$ cat src/hdl/cstl_pkg.sv
package cstl_pkg;

  // token kinds
  localparam logic [4:0] K_END   = 5'd0;
  localparam logic [4:0] K_PUNCT = 5'd1;
  localparam logic [4:0] K_NUM   = 5'd2;
  localparam logic [4:0] K_IDENT = 5'd3;
  localparam logic [4:0] K_STR   = 5'd4;
  localparam logic [4:0] K_KW0   = 5'd5;
  localparam logic [4:0] K_EQ    = 5'd14;
  localparam logic [4:0] K_AND   = 5'd15;
  localparam logic [4:0] K_OR    = 5'd16;
  localparam logic [4:0] K_INC   = 5'd17;
  localparam logic [4:0] K_DEC   = 5'd18;
  localparam logic [4:0] K_TEXT  = 5'd19;
  localparam logic [4:0] K_ERR   = 5'd20;

  localparam int NUM_KW = 9;
  localparam logic [23:0] LINE_TOP = 24'hFF_FFFF;

  typedef enum logic [3:0] {
    MODE_IDLE,
    MODE_IDENT,
    MODE_IDSKIP,
    MODE_NUM,
    MODE_STR,
    MODE_STRESC,
    MODE_STRSKIP,
    MODE_EQ,
    MODE_PLUS,
    MODE_MINUS,
    MODE_AMP,
    MODE_BAR,
    MODE_SLASH,
    MODE_LCOM,
    MODE_BCOM,
    MODE_BSTAR
  } mode_t;

  // keyword spelling, zero padded to 8 characters
  localparam logic [7:0] KW_TEXT [0:NUM_KW-1][0:7] = '{
    '{"i", "n", "t", 8'h00, 8'h00, 8'h00, 8'h00, 8'h00},
    '{"i", "f", 8'h00, 8'h00, 8'h00, 8'h00, 8'h00, 8'h00},
    '{"e", "l", "s", "e", 8'h00, 8'h00, 8'h00, 8'h00},
    '{"w", "h", "i", "l", "e", 8'h00, 8'h00, 8'h00},
    '{"f", "o", "r", 8'h00, 8'h00, 8'h00, 8'h00, 8'h00},
    '{"p", "r", "i", "n", "t", "f", 8'h00, 8'h00},
    '{"v", "o", "i", "d", 8'h00, 8'h00, 8'h00, 8'h00},
    '{"r", "e", "t", "u", "r", "n", 8'h00, 8'h00},
    '{"s", "t", "r", "u", "c", "t", 8'h00, 8'h00}
  };

  localparam logic [3:0] KW_LEN [0:NUM_KW-1] = '{
    4'd3, 4'd2, 4'd4, 4'd5, 4'd3, 4'd6, 4'd4, 4'd6, 4'd6
  };

  typedef struct packed {
    logic [4:0]         kind;
    logic signed [31:0] value;
    logic [7:0]         char_code;
    logic [23:0]        line_no;
    logic               last_of_step;
  } tok_t;

  // results of one source byte
  typedef struct packed {
    tok_t       tok0;
    tok_t       tok1;
    logic [1:0] cnt;
  } res_t;

endpackage

$ cat src/hdl/cstl_if.sv
interface cstl_byte_if;
  logic       valid;
  logic       ready;
  logic [7:0] src_byte;

  modport source (output valid, output src_byte, input ready);
  modport sink (input valid, input src_byte, output ready);
endinterface

interface cstl_tok_if;
  logic               valid;
  logic               ready;
  logic [4:0]         kind;
  logic signed [31:0] value;
  logic [7:0]         char_code;
  logic [23:0]        line_no;
  logic               last_of_step;

  modport source (output valid, output kind, output value, output char_code,
                  output line_no, output last_of_step, input ready);
  modport sink (input valid, input kind, input value, input char_code,
                input line_no, input last_of_step, output ready);
endinterface

$ cat src/hdl/cstl_core.sv
module cstl_core #(
  parameter int IDENT_MAX  = 32,
  parameter int STRING_MAX = 128
) (
  input  logic             clk,
  input  logic             rst,
  input  logic             fire,
  input  logic [7:0]       src_byte,
  output cstl_pkg::res_t   res
);

  localparam logic [7:0] ID_LIM  = 8'(IDENT_MAX - 1);
  localparam logic [7:0] STR_LIM = 8'(STRING_MAX - 1);

  cstl_pkg::mode_t   mode, mode_next;
  logic [31:0]       acc, acc_next;
  logic              neg, neg_next;
  logic [8:0]        cand, cand_next;
  logic [7:0]        tlen, tlen_next;
  logic [23:0]       line, line_next;

  function automatic logic is_letter(input logic [7:0] c);
    return (c >= "a" && c <= "z") || (c >= "A" && c <= "Z");
  endfunction

  function automatic logic is_digit(input logic [7:0] c);
    return c >= "0" && c <= "9";
  endfunction

  function automatic logic [23:0] line_up(input logic [23:0] l);
    return (l == cstl_pkg::LINE_TOP) ? l : l + 24'd1;
  endfunction

  function automatic cstl_pkg::tok_t mk_tok(input logic [4:0] k, input logic [31:0] v,
                                            input logic [7:0] c, input logic [23:0] l);
    cstl_pkg::tok_t t;
    t.kind         = k;
    t.value        = v;
    t.char_code    = c;
    t.line_no      = l;
    t.last_of_step = 1'b0;
    return t;
  endfunction

  function automatic logic [4:0] close_kind(input logic [8:0] cm, input logic [7:0] tl);
    logic [4:0] kd;
    kd = cstl_pkg::K_IDENT;
    for (int k = 0; k < cstl_pkg::NUM_KW; k++) begin
      if (cm[k] && {4'b0, cstl_pkg::KW_LEN[k]} == tl) kd = cstl_pkg::K_KW0 + 5'(k);
    end
    return kd;
  endfunction

  always_comb begin
    cstl_pkg::mode_t  m;
    logic [31:0]      a;
    logic             ng;
    logic [8:0]       cm;
    logic [7:0]       tl;
    logic [23:0]      ln;
    logic [7:0]       b;
    logic [31:0]      d;
    logic [1:0]       n;
    logic             idle_go, str_go, s1_go, iadd_go;
    logic [7:0]       s1_ch;
    cstl_pkg::tok_t   r [0:1];

    m  = mode;
    a  = acc;
    ng = neg;
    cm = cand;
    tl = tlen;
    ln = line;
    b  = src_byte;
    d  = 32'(b - "0");
    n  = 2'd0;
    r[0] = '0;
    r[1] = '0;
    idle_go = 1'b0;
    str_go  = 1'b0;
    s1_go   = 1'b0;
    iadd_go = 1'b0;
    s1_ch   = 8'h00;

    if (b == 8'h00) begin
      // end of text: flush, end token, back to reset values
      case (m)
        cstl_pkg::MODE_IDENT: begin
          r[n[0]] = mk_tok(close_kind(cm, tl), 32'd0, 8'h00, ln); n = n + 2'd1;
        end
        cstl_pkg::MODE_NUM: begin
          r[n[0]] = mk_tok(cstl_pkg::K_NUM, ng ? 32'd0 - a : a, 8'h00, ln); n = n + 2'd1;
        end
        cstl_pkg::MODE_STR, cstl_pkg::MODE_STRESC: begin
          r[n[0]] = mk_tok(cstl_pkg::K_ERR, 32'd0, "\"", ln); n = n + 2'd1;
        end
        cstl_pkg::MODE_EQ: begin
          r[n[0]] = mk_tok(cstl_pkg::K_PUNCT, 32'd0, "=", ln); n = n + 2'd1;
        end
        cstl_pkg::MODE_PLUS: begin
          r[n[0]] = mk_tok(cstl_pkg::K_PUNCT, 32'd0, "+", ln); n = n + 2'd1;
        end
        cstl_pkg::MODE_MINUS: begin
          r[n[0]] = mk_tok(cstl_pkg::K_PUNCT, 32'd0, "-", ln); n = n + 2'd1;
        end
        cstl_pkg::MODE_SLASH: begin
          r[n[0]] = mk_tok(cstl_pkg::K_PUNCT, 32'd0, "/", ln); n = n + 2'd1;
        end
        cstl_pkg::MODE_AMP: begin
          r[n[0]] = mk_tok(cstl_pkg::K_ERR, 32'd0, "&", ln); n = n + 2'd1;
        end
        cstl_pkg::MODE_BAR: begin
          r[n[0]] = mk_tok(cstl_pkg::K_ERR, 32'd0, "|", ln); n = n + 2'd1;
        end
        default: begin
        end
      endcase
      r[n[0]] = mk_tok(cstl_pkg::K_END, 32'd0, 8'h00, ln); n = n + 2'd1;
      m  = cstl_pkg::MODE_IDLE;
      a  = 32'd0;
      ng = 1'b0;
      cm = '1;
      tl = 8'd0;
      ln = 24'd1;
    end else begin
      case (m)
        cstl_pkg::MODE_IDENT: begin
          if (is_letter(b) || is_digit(b)) begin
            iadd_go = 1'b1;
          end else begin
            r[n[0]] = mk_tok(close_kind(cm, tl), 32'd0, 8'h00, ln); n = n + 2'd1;
            idle_go = 1'b1;
          end
        end
        cstl_pkg::MODE_IDSKIP: begin
          if (!(is_letter(b) || is_digit(b))) idle_go = 1'b1;
        end
        cstl_pkg::MODE_NUM: begin
          if (is_digit(b)) begin
            a = {a[28:0], 3'b000} + {a[30:0], 1'b0} + d;
          end else begin
            r[n[0]] = mk_tok(cstl_pkg::K_NUM, ng ? 32'd0 - a : a, 8'h00, ln); n = n + 2'd1;
            idle_go = 1'b1;
          end
        end
        cstl_pkg::MODE_STR, cstl_pkg::MODE_STRSKIP: begin
          str_go = 1'b1;
        end
        cstl_pkg::MODE_STRESC: begin
          m     = cstl_pkg::MODE_STR;
          s1_go = 1'b1;
          if (b == "n") begin
            s1_ch = 8'h0A;
          end else if (b == "t") begin
            s1_ch = 8'h09;
          end else begin
            // backslash kept, byte then lexed as in the string body
            s1_ch  = "\\";
            str_go = 1'b1;
          end
        end
        cstl_pkg::MODE_EQ: begin
          if (b == "=") begin
            r[n[0]] = mk_tok(cstl_pkg::K_EQ, 32'd0, 8'h00, ln); n = n + 2'd1;
            m = cstl_pkg::MODE_IDLE;
          end else begin
            r[n[0]] = mk_tok(cstl_pkg::K_PUNCT, 32'd0, "=", ln); n = n + 2'd1;
            idle_go = 1'b1;
          end
        end
        cstl_pkg::MODE_PLUS, cstl_pkg::MODE_MINUS: begin
          if (b == ((m == cstl_pkg::MODE_PLUS) ? "+" : "-")) begin
            r[n[0]] = mk_tok((m == cstl_pkg::MODE_PLUS) ? cstl_pkg::K_INC : cstl_pkg::K_DEC,
                             32'd0, 8'h00, ln);
            n = n + 2'd1;
            m = cstl_pkg::MODE_IDLE;
          end else if (is_digit(b)) begin
            // sign folds into the number
            ng = (m == cstl_pkg::MODE_MINUS);
            a  = d;
            m  = cstl_pkg::MODE_NUM;
          end else begin
            r[n[0]] = mk_tok(cstl_pkg::K_PUNCT, 32'd0,
                             (m == cstl_pkg::MODE_PLUS) ? "+" : "-", ln);
            n = n + 2'd1;
            idle_go = 1'b1;
          end
        end
        cstl_pkg::MODE_AMP: begin
          if (b == "&") begin
            r[n[0]] = mk_tok(cstl_pkg::K_AND, 32'd0, 8'h00, ln); n = n + 2'd1;
            m = cstl_pkg::MODE_IDLE;
          end else begin
            r[n[0]] = mk_tok(cstl_pkg::K_ERR, 32'd0, "&", ln); n = n + 2'd1;
            idle_go = 1'b1;
          end
        end
        cstl_pkg::MODE_BAR: begin
          if (b == "|") begin
            r[n[0]] = mk_tok(cstl_pkg::K_OR, 32'd0, 8'h00, ln); n = n + 2'd1;
            m = cstl_pkg::MODE_IDLE;
          end else begin
            r[n[0]] = mk_tok(cstl_pkg::K_ERR, 32'd0, "|", ln); n = n + 2'd1;
            idle_go = 1'b1;
          end
        end
        cstl_pkg::MODE_SLASH: begin
          if (b == "/") begin
            m = cstl_pkg::MODE_LCOM;
          end else if (b == "*") begin
            m = cstl_pkg::MODE_BCOM;
          end else begin
            r[n[0]] = mk_tok(cstl_pkg::K_PUNCT, 32'd0, "/", ln); n = n + 2'd1;
            idle_go = 1'b1;
          end
        end
        cstl_pkg::MODE_LCOM: begin
          if (b == 8'h0A) begin
            ln = line_up(ln);
            m  = cstl_pkg::MODE_IDLE;
          end
        end
        cstl_pkg::MODE_BCOM: begin
          if (b == "*") m = cstl_pkg::MODE_BSTAR;
          else if (b == 8'h0A) ln = line_up(ln);
        end
        cstl_pkg::MODE_BSTAR: begin
          if (b == "/") begin
            m = cstl_pkg::MODE_IDLE;
          end else if (b != "*") begin
            if (b == 8'h0A) ln = line_up(ln);
            m = cstl_pkg::MODE_BCOM;
          end
        end
        default: begin
          idle_go = 1'b1;
        end
      endcase

      // escape result or kept backslash
      if (s1_go) begin
        if (tl >= STR_LIM) begin
          r[n[0]] = mk_tok(cstl_pkg::K_ERR, 32'd0, s1_ch, ln); n = n + 2'd1;
          m = cstl_pkg::MODE_STRSKIP;
        end else begin
          tl = tl + 8'd1;
          r[n[0]] = mk_tok(cstl_pkg::K_TEXT, 32'd0, s1_ch, ln); n = n + 2'd1;
        end
      end

      // string body
      if (str_go) begin
        if (m == cstl_pkg::MODE_STRSKIP) begin
          if (b == "\"") m = cstl_pkg::MODE_IDLE;
          else if (b == 8'h0A) ln = line_up(ln);
        end else if (b == "\"") begin
          r[n[0]] = mk_tok(cstl_pkg::K_STR, 32'd0, 8'h00, ln); n = n + 2'd1;
          m = cstl_pkg::MODE_IDLE;
        end else if (b == "\\") begin
          m = cstl_pkg::MODE_STRESC;
        end else begin
          if (b == 8'h0A) ln = line_up(ln);
          if (tl >= STR_LIM) begin
            r[n[0]] = mk_tok(cstl_pkg::K_ERR, 32'd0, b, ln); n = n + 2'd1;
            m = cstl_pkg::MODE_STRSKIP;
          end else begin
            tl = tl + 8'd1;
            r[n[0]] = mk_tok(cstl_pkg::K_TEXT, 32'd0, b, ln); n = n + 2'd1;
          end
        end
      end

      // fresh token start
      if (idle_go) begin
        m = cstl_pkg::MODE_IDLE;
        if (is_letter(b)) begin
          m       = cstl_pkg::MODE_IDENT;
          tl      = 8'd0;
          cm      = '1;
          iadd_go = 1'b1;
        end else if (is_digit(b)) begin
          m  = cstl_pkg::MODE_NUM;
          a  = d;
          ng = 1'b0;
        end else if (b == "\"") begin
          m  = cstl_pkg::MODE_STR;
          tl = 8'd0;
        end else if (b == "=") begin
          m = cstl_pkg::MODE_EQ;
        end else if (b == "+") begin
          m = cstl_pkg::MODE_PLUS;
        end else if (b == "-") begin
          m = cstl_pkg::MODE_MINUS;
        end else if (b == "&") begin
          m = cstl_pkg::MODE_AMP;
        end else if (b == "|") begin
          m = cstl_pkg::MODE_BAR;
        end else if (b == "/") begin
          m = cstl_pkg::MODE_SLASH;
        end else if (b == ">" || b == "<" || b == "*" || b == "[" || b == "]" ||
                     b == "{" || b == "}" || b == "(" || b == ")" || b == ";" ||
                     b == "," || b == ".") begin
          r[n[0]] = mk_tok(cstl_pkg::K_PUNCT, 32'd0, b, ln); n = n + 2'd1;
        end else if (b == " " || b == 8'h09) begin
          m = cstl_pkg::MODE_IDLE;
        end else if (b == 8'h0A) begin
          ln = line_up(ln);
        end else begin
          r[n[0]] = mk_tok(cstl_pkg::K_ERR, 32'd0, b, ln); n = n + 2'd1;
        end
      end

      // identifier character with keyword narrowing
      if (iadd_go) begin
        if (tl >= ID_LIM) begin
          r[n[0]] = mk_tok(cstl_pkg::K_ERR, 32'd0, b, ln); n = n + 2'd1;
          m = cstl_pkg::MODE_IDSKIP;
        end else begin
          for (int k = 0; k < cstl_pkg::NUM_KW; k++) begin
            if (!({4'b0, cstl_pkg::KW_LEN[k]} > tl &&
                  cstl_pkg::KW_TEXT[k][tl[2:0]] == b)) cm[k] = 1'b0;
          end
          tl = tl + 8'd1;
          r[n[0]] = mk_tok(cstl_pkg::K_TEXT, 32'd0, b, ln); n = n + 2'd1;
        end
      end
    end

    if (n == 2'd1) r[0].last_of_step = 1'b1;
    if (n == 2'd2) r[1].last_of_step = 1'b1;

    res.tok0  = r[0];
    res.tok1  = r[1];
    res.cnt   = n;
    mode_next = m;
    acc_next  = a;
    neg_next  = ng;
    cand_next = cm;
    tlen_next = tl;
    line_next = ln;
  end

  always_ff @(posedge clk) begin
    if (rst) begin
      mode <= cstl_pkg::MODE_IDLE;
      acc  <= 32'd0;
      neg  <= 1'b0;
      cand <= '1;
      tlen <= 8'd0;
      line <= 24'd1;
    end else if (fire) begin
      mode <= mode_next;
      acc  <= acc_next;
      neg  <= neg_next;
      cand <= cand_next;
      tlen <= tlen_next;
      line <= line_next;
    end
  end

endmodule

$ cat src/hdl/cstl_queue.sv
module cstl_queue (
  input  logic            clk,
  input  logic            rst,
  input  logic            push,
  input  cstl_pkg::res_t  res,
  input  logic            head_ready,
  output cstl_pkg::tok_t  head,
  output logic            head_valid,
  output logic            room
);

  localparam int DEPTH = 3;

  cstl_pkg::tok_t slot [0:DEPTH-1];
  cstl_pkg::tok_t slot_next [0:DEPTH-1];
  logic [1:0]     cnt, cnt_next;
  logic           pop;
  logic [1:0]     base;
  logic [1:0]     add;

  assign head_valid = (cnt != 2'd0);
  assign head       = slot[0];
  assign pop        = head_valid && head_ready;
  assign base       = cnt - {1'b0, pop};
  // two free slots needed for the worst-case byte
  assign room       = (base <= 2'd1);
  assign add        = push ? res.cnt : 2'd0;
  assign cnt_next   = base + add;

  always_comb begin
    for (int i = 0; i < DEPTH; i++) begin
      if (pop && i < DEPTH - 1) slot_next[i] = slot[i + 1];
      else slot_next[i] = slot[i];
      if (push && res.cnt != 2'd0 && base == 2'(i)) slot_next[i] = res.tok0;
      if (push && res.cnt == 2'd2 && base + 2'd1 == 2'(i)) slot_next[i] = res.tok1;
    end
  end

  always_ff @(posedge clk) begin
    if (rst) begin
      cnt <= 2'd0;
    end else begin
      cnt <= cnt_next;
    end
  end

  always_ff @(posedge clk) begin
    for (int i = 0; i < DEPTH; i++) slot[i] <= slot_next[i];
  end

endmodule

$ cat src/hdl/c_subset_token_lexer.sv
// A byte enters the input register; the lexer step writes its tokens into the
//   3-entry token queue, whose head drives tok. Throughput: one source byte per
//   cycle while the queue has room; two tokens of a byte leave in turn on tok.
// Reset (rst, synchronous, active high): lexer back to idle, line 1, input
//   register and token queue emptied. Byte 0 ends the text and also restores it.
module c_subset_token_lexer #(
  parameter int IDENT_MAX  = 32,
  parameter int STRING_MAX = 128
) (
  input logic         clk,
  input logic         rst,
  cstl_byte_if.sink   src,
  cstl_tok_if.source  tok
);

  // Input register: one source byte waiting for the lexer.
  logic        in_full;
  logic [7:0]  in_byte;

  // Lexer step fires when a byte is held and the queue can take two more tokens.
  logic            fire;
  logic            room;
  cstl_pkg::res_t  res;
  cstl_pkg::tok_t  head;
  logic            head_valid;

  assign fire      = in_full && room;
  // A new byte may enter while the held one moves into the lexer this cycle.
  assign src.ready = !in_full || fire;

  always_ff @(posedge clk) begin
    if (rst) begin
      in_full <= 1'b0;
    end else if (src.valid && src.ready) begin
      in_full <= 1'b1;
    end else if (fire) begin
      in_full <= 1'b0;
    end
  end

  always_ff @(posedge clk) begin
    if (src.valid && src.ready) in_byte <= src.src_byte;
  end

  // Lexer state machine and per-byte token generation (up to two tokens).
  cstl_core #(
    .IDENT_MAX  (IDENT_MAX),
    .STRING_MAX (STRING_MAX)
  ) u_core (
    .clk      (clk),
    .rst      (rst),
    .fire     (fire),
    .src_byte (in_byte),
    .res      (res)
  );

  // Token queue: decouples the lexer from a stalled consumer.
  cstl_queue u_queue (
    .clk        (clk),
    .rst        (rst),
    .push       (fire),
    .res        (res),
    .head_ready (tok.ready),
    .head       (head),
    .head_valid (head_valid),
    .room       (room)
  );

  assign tok.valid        = head_valid;
  assign tok.kind         = head.kind;
  assign tok.value        = head.value;
  assign tok.char_code    = head.char_code;
  assign tok.line_no      = head.line_no;
  assign tok.last_of_step = head.last_of_step;

endmodule

$ cat src/flat_wrapper.sv
// flat-port wrapper written by rule: the top's interface ports become plain ports
module c_subset_token_lexer_flat 
#(
  parameter int IDENT_MAX  = 32,
  parameter int STRING_MAX = 128
)
  (clk, rst, src_valid, src_src_byte, src_ready, tok_valid, tok_kind, tok_value, tok_char_code, tok_line_no, tok_last_of_step, tok_ready);
  cstl_byte_if src_i ();
  cstl_tok_if tok_i ();
  input logic clk;
  input logic rst;
  input wire logic [$bits(src_i.valid)-1:0] src_valid;
  input wire logic [$bits(src_i.src_byte)-1:0] src_src_byte;
  output wire logic [$bits(src_i.ready)-1:0] src_ready;
  output wire logic [$bits(tok_i.valid)-1:0] tok_valid;
  output wire logic [$bits(tok_i.kind)-1:0] tok_kind;
  output wire logic [$bits(tok_i.value)-1:0] tok_value;
  output wire logic [$bits(tok_i.char_code)-1:0] tok_char_code;
  output wire logic [$bits(tok_i.line_no)-1:0] tok_line_no;
  output wire logic [$bits(tok_i.last_of_step)-1:0] tok_last_of_step;
  input wire logic [$bits(tok_i.ready)-1:0] tok_ready;
  assign src_i.valid = src_valid;
  assign src_i.src_byte = src_src_byte;
  assign src_ready = src_i.ready;
  assign tok_valid = tok_i.valid;
  assign tok_kind = tok_i.kind;
  assign tok_value = tok_i.value;
  assign tok_char_code = tok_i.char_code;
  assign tok_line_no = tok_i.line_no;
  assign tok_last_of_step = tok_i.last_of_step;
  assign tok_i.ready = tok_ready;
  c_subset_token_lexer #(.IDENT_MAX(IDENT_MAX), .STRING_MAX(STRING_MAX)) u_core (.clk(clk), .rst(rst), .src(src_i), .tok(tok_i));
endmodule
$ cat config.mk
export PLATFORM = sky130hd
export DESIGN_NAME = c_subset_token_lexer_flat
export DESIGN_NICKNAME = d
export VERILOG_FILES = /design/src/hdl/cstl_pkg.sv /design/src/hdl/cstl_if.sv /design/src/hdl/cstl_core.sv /design/src/hdl/cstl_queue.sv /design/src/hdl/c_subset_token_lexer.sv /design/src/flat_wrapper.sv
export SDC_FILE = /design/constraint.sdc
export NUM_CORES = 1
export LEC_CHECK = 0
export BUFFER_PORTS_ARGS = -buffer_cell sky130_fd_sc_hd__buf_2
export CAP_MARGIN = 10
export CORE_MARGIN = 5
export CORE_UTILIZATION = 50
export CTS_CLUSTER_SIZE = 28
export DETAILED_ROUTE_END_ITERATION = 6
export PLACE_DENSITY = 0.65
export SLEW_MARGIN = 40
export SYNTH_ARGS = -nofsm -noshare
export SYNTH_HDL_FRONTEND = slang
export SYNTH_SLANG_ARGS = --single-unit
$ cat constraint.sdc
create_clock -name clk -period 16.16 [get_ports clk]
set_clock_uncertainty 0.2 [all_clocks]
set_input_delay 1.616 -clock clk [delete_from_list [all_inputs] [get_ports clk]]
set_output_delay 1.616 -clock clk [all_outputs]
set_load 0.005 [all_outputs]
=== Word level (Yosys, flattened, before mapping) ===
Memory sizes are Yosys's and may differ from the RTL's.
Index checks and enable logic that the tools add are counted.
Widths: inputs -> output; s select.

* Equality and inequality tests: 66
* Reductions and logical operators: 66
* Bitwise logic cells: 6
* $add $sub $neg: 18
* Order comparisons: 26
* Muxes and demuxes: 274

{| class="wikitable"
|+ Operators by type and width
! operator !! count
|-
| $mux 140 || 26
|-
| $bwmux 140 || 10
|-
| $mux 70 || 18
|-
| $mux 24 || 35
|-
| $pmux 70 s9 || 1
|-
| $pmux 70 s7 || 1
|-
| $demux 70 s1 || 5
|-
| $mux 8 || 35
|-
| $mux 32 || 8
|-
| $mux 66 || 3
|-
| $mux 4 || 33
|-
| $eq 8x6->1 const B || 15
|-
| $eq 8x8->1 || 10
|-
| $add 24x1->24 const B || 3
|-
| $eq 24x24->1 const B || 3
|-
| $pmux 24 s3 || 1
|-
| $mux 69 || 1
|-
| $mux 68 || 1
|-
| $mux 67 || 1
|-
| $add 32x32->32 || 2
|-
| $eq 8x7->1 const B || 8
|-
| $pmux 32 s2 || 1
|-
| $mux 2 || 27
|-
| $mux 1 || 45
|-
| other kinds (47) || 163
|}

* Output and inout bits: 72
* Word-level logic and storage cells: 475
* Bits in writable memories: 210
* Memories: 10
* Register bits after elaboration: 89
* Bits in read-only memories: 576

{| class="wikitable"
|+ Memory list
! name !! words !! width !! rd ports !! clocked after Yosys merged registers in !! wr ports !! line !! RTL
|-
| u_core.u_queue.slot || 3 || 70 || 3 || 0 || 3 || cstl_queue.sv:14 || <nowiki>cstl_pkg::tok_t slot [0:DEPTH-1];</nowiki>
|-
| (name not given) || 8 || 8 || 1 || 0 || 0 || cstl_core.sv:321 || <nowiki>cstl_pkg::KW_TEXT[k][tl[2:0]] == b)) cm[k] = 1'b0;</nowiki>
|-
| (name not given) || 8 || 8 || 1 || 0 || 0 || cstl_core.sv:321 ||
|-
| (name not given) || 8 || 8 || 1 || 0 || 0 || cstl_core.sv:321 ||
|-
| (name not given) || 8 || 8 || 1 || 0 || 0 || cstl_core.sv:321 ||
|-
| (name not given) || 8 || 8 || 1 || 0 || 0 || cstl_core.sv:321 ||
|-
| +4 memories || -- || -- || -- || -- || -- || -- ||
|}

=== Logic depth before layout (Yosys ltp) ===
* Word-level depth: 47
* Mapped depth: 26
* Gate-level depth less buffers: 21

=== Cells and area by module ===
From an unflattened synthesis, not the netlist that was laid out.

* Cells, all modules: 3205
* Area total of the unflattened synthesis: 25720.9 µm²

{| class="wikitable"
|+ By module, submodules not included
! module !! times used !! cells each !! area each (µm²)
|-
| cstl_core || 1 || 2176 || 14720.4
|-
| cstl_queue || 1 || 1015 || 10697.8
|-
| c_subset_token_lexer || 1 || 14 || 302.8
|}

=== Least setup slack after synthesis ===
No wires, ideal clock.

* Path kind: register -> register
* Start point: reg u_core.in_byte[4] (netlist name)
* End point: mem u_core.u_queue.slot[0][100] (netlist name), enable pin
* Slack: 8.128 ns
* Arrival time: 6.925 ns
* Setup time: 0.907 ns
* Cell stages (with the launch flop): 26
* Cells stage by stage: edfxtp_1 clkbuf_1 clkinv_1 ha_1 nor3b_2 clkbuf_1 nand3_1 nor2_1 nor2_1 o21ai_0 or3_1 clkbuf_1 buf_1 ha_1 nor2_1 nand2_1 and2_1 buf_2 maj3_1 xnor2_1 o21bai_1 and3_1 nand2_1 buf_2 clkbuf_1 nand3_1

{| class="wikitable"
|+ RTL lines
! item !! line
|-
| end: declaration || cstl_queue.sv:14
|}

==> out/results.ini <==
[min_path]
hp-start=u_core.u_queue.slot[0][106]
hp-class=reg -> reg

[synthesis]
ys_seq_area_frac=0.321
syn_area_um2=25400
synthTopCellsByArea=edfxtp_1, dfxtp_1, nand2_1, o21ai_0, nor2_1
synth_edf_count=218
synth-simple-area-share=0.229
synth_top_family_by_area=compound AO/OA/AOI/OAI gates
synthArstFlopShare=0
post_synth_mux_area_share=0.0180
yosys.area.top_type=edfxtp_1
netlist_instances=3135
synth.ff_latch_count=299
synth_xor_area_frac=0.0589
ys.flop_type=edfxtp_1
yosysWarnings=0
synth_top_cell_area_share=0.257
synthDistinctLibCells=123
syn-num-nets=3234
post_synth_fa_ha_maj_area_fraction=0.0517
synth_compound_area_frac=0.254
avgSynthCellArea_um2=8.11

[place]
hpwl_um=68800
place.gp.congestion=1.02
dp.cells=3648
dpl_cell_area_um2=25900
place_ws_ps=6680
port_buffers=83

[cells_and_area]
drive_above_1_share=0.113
area_growth_pct=6.33
multi_input_area_um2=15700
seq_area_um2=8170
final_common_cell=nand2_1
layoutNonFillerInstCount=3711
fin_area_um2=27000
final_core_util=0.538
mostFrequentLayoutCells=nand2_1, nor2_1, o21ai_0, a21oi_1, edfxtp_1
fillers=4752
nets=3113

[grt]
antenna_found_initial=2
grt_pass1_wl_um=141000
first_global_vias=22800
overflow=0
grt_max_degree=98
grt.total_usage=0.320

[routing]
drt_iter0_drc=3159
dr.pass1.iters=6
via_count=24900
wl_per_cell_um=25.3
wirelength_um=93900
ant_nets=0
drc=0
drt-vias-per-instance=6.72

[setup_path]
cpPeakStageDelay_ps=730
startpoint=u_core.in_byte[4]
end_kind=flip-flop
crit_required_ps=16220
cp.arrival_ps=9490
path_buf_inv=7
rr_startpoint=u_core.in_byte[4]
cpLargestDelayFamily=simple AND/OR/NAND/NOR gates
cp_slowest_cell=nand2_1
crit_path_max_fanout=69
start_kind=flip-flop
path_cells=buf_6 > clkinv_1 > ha_1 > nor3b_4 > nand3_1 > nor2_1 > nor2_1 > o21ai_0 > or3_1 > buf_4 > ha_1 > buf_4 > nor2_1 > nand2_1 > and2_1 > maj3_1 > xnor2_1 > o21bai_1 > and3_1 > nand2_2 > buf_4 > inv_4 > buf_4 > nor2_1
worstSetupPathType=reg -> reg

[cts]
cts_inserted_buffers=34
path_clk_slew_ps=60
clk_path_buf_depth=3
cts_tree=yes
clock_latency_ps=570
root_buffer=clkbuf_16
post-cts-setup-buffers=0
cts.sink_count=299
htreeDepth=2
cts_resized=0
holdBufCountCts=0

[timing]
final.setup.worst_slack_ps=6730
fin_crit_sh=0.584
fin_hold_ws_ps=320
clock.fmax_mhz=106
slew_headroom=0.392
period_minus_slack_ps=9430
tns_ps=0
finalSetupViolCount=0
finalMaxSlewViolations=0
rsz0062_at_grt=false
worst_pin_slew_ps=906
hold_violations=0

[power_and_ir_drop]
p_leak_nw=9.74
totalPowerFinal_mw=2.70
vdd_drop_max_mv=0.0963
p_per_area_nw_per_um2=100

[floorplan]
die_w_um=236
rows=82
die_y_um=236
initial_utilization=0.506
dieArea_um2=55500
num_io_pins=84
core-area_um2=50300

[run_status]
status=completed

[run]
drv_cap=0

-- final cells by class --
cell class,instances,area share
flip-flops and latches,299,0.302
inverters,55,0.00773
multi-input cells,2474,0.582
well taps,672,0.0311
diodes,1,0.0000925
repair buffers,150,0.0354
clock buffers,42,0.0326
clock inverters,18,0.00911
-- final timing paths --
kind	endpoint	slack, ps	depth (start not counted)
worst max-delay path	u_core.u_queue.slot[0][182]	6730	24
worst min-delay path	u_core.u_queue.slot[0][36]	320	2
worst max register to register	u_core.u_queue.slot[0][182]	6730	24
worst min register to register	u_core.u_queue.slot[0][36]	320	2
-- layer usage --
metal	GRT usage	up-vias	part of all wire
met5	0	-	0.00014
met4	0.0714	2	0.023
met3	0.0889	179	0.13
met2	0.444	1505	0.40
met1	0.493	12000	0.45
li1	-	11300	-
-- Yosys cell counts (all sizes together), types with 40 or more instances --
master / instances
a21oi: 245
clkbuf: 178
nand4: 45
nand2: 381
o21ai: 286
xnor2: 114
ha: 58
and3: 43
o211ai: 40
nor3: 76
nor2: 325
a31oi: 60
dfxtp: 81
edfxtp: 218
xor2: 49
a22oi: 65
inv: 54
nand3: 105
buf: 129
-- logic make-up (layout without fill, tap and decap cells) --
logic type | Yosys count | in the layout
AOI/OAI and AO/OA | 987 | 987
xor gates and xnor gates | 163 | 163
adders and majority gates | 88 | 88
buffers and inverters | 362 | 265
DFF | 299 | 299
muxes | 44 | 44
other | 0 | 1
and+or+nand+nor | 1192 | 1192
-- state kept, by name (all words and copies together) (netlist names) --
name and cells:
u_core.u_core.neg 1, u_core.in_full 1, u_core.u_queue.slot 210, u_core.u_core.tlen 8, u_core.u_core.cand 9, u_core.u_core.line 24
u_core.u_core.mode 4, u_core.u_core.acc 32, u_core.in_byte 8, u_core.u_queue.cnt 2
-- power breakdown --
group	switching, mW	internal, mW
clock network	0.338	0.458
logic	0.562	0.256
registers	0.0484	1.04
total	0.948	1.76
-- worst min-delay path, cell delays in order (launching register included) --
cell	delay, ps
edfxtp_1	320
nand2_1	40
o21ai_0	50
Note: power is estimated with default switching activity, not from simulation.
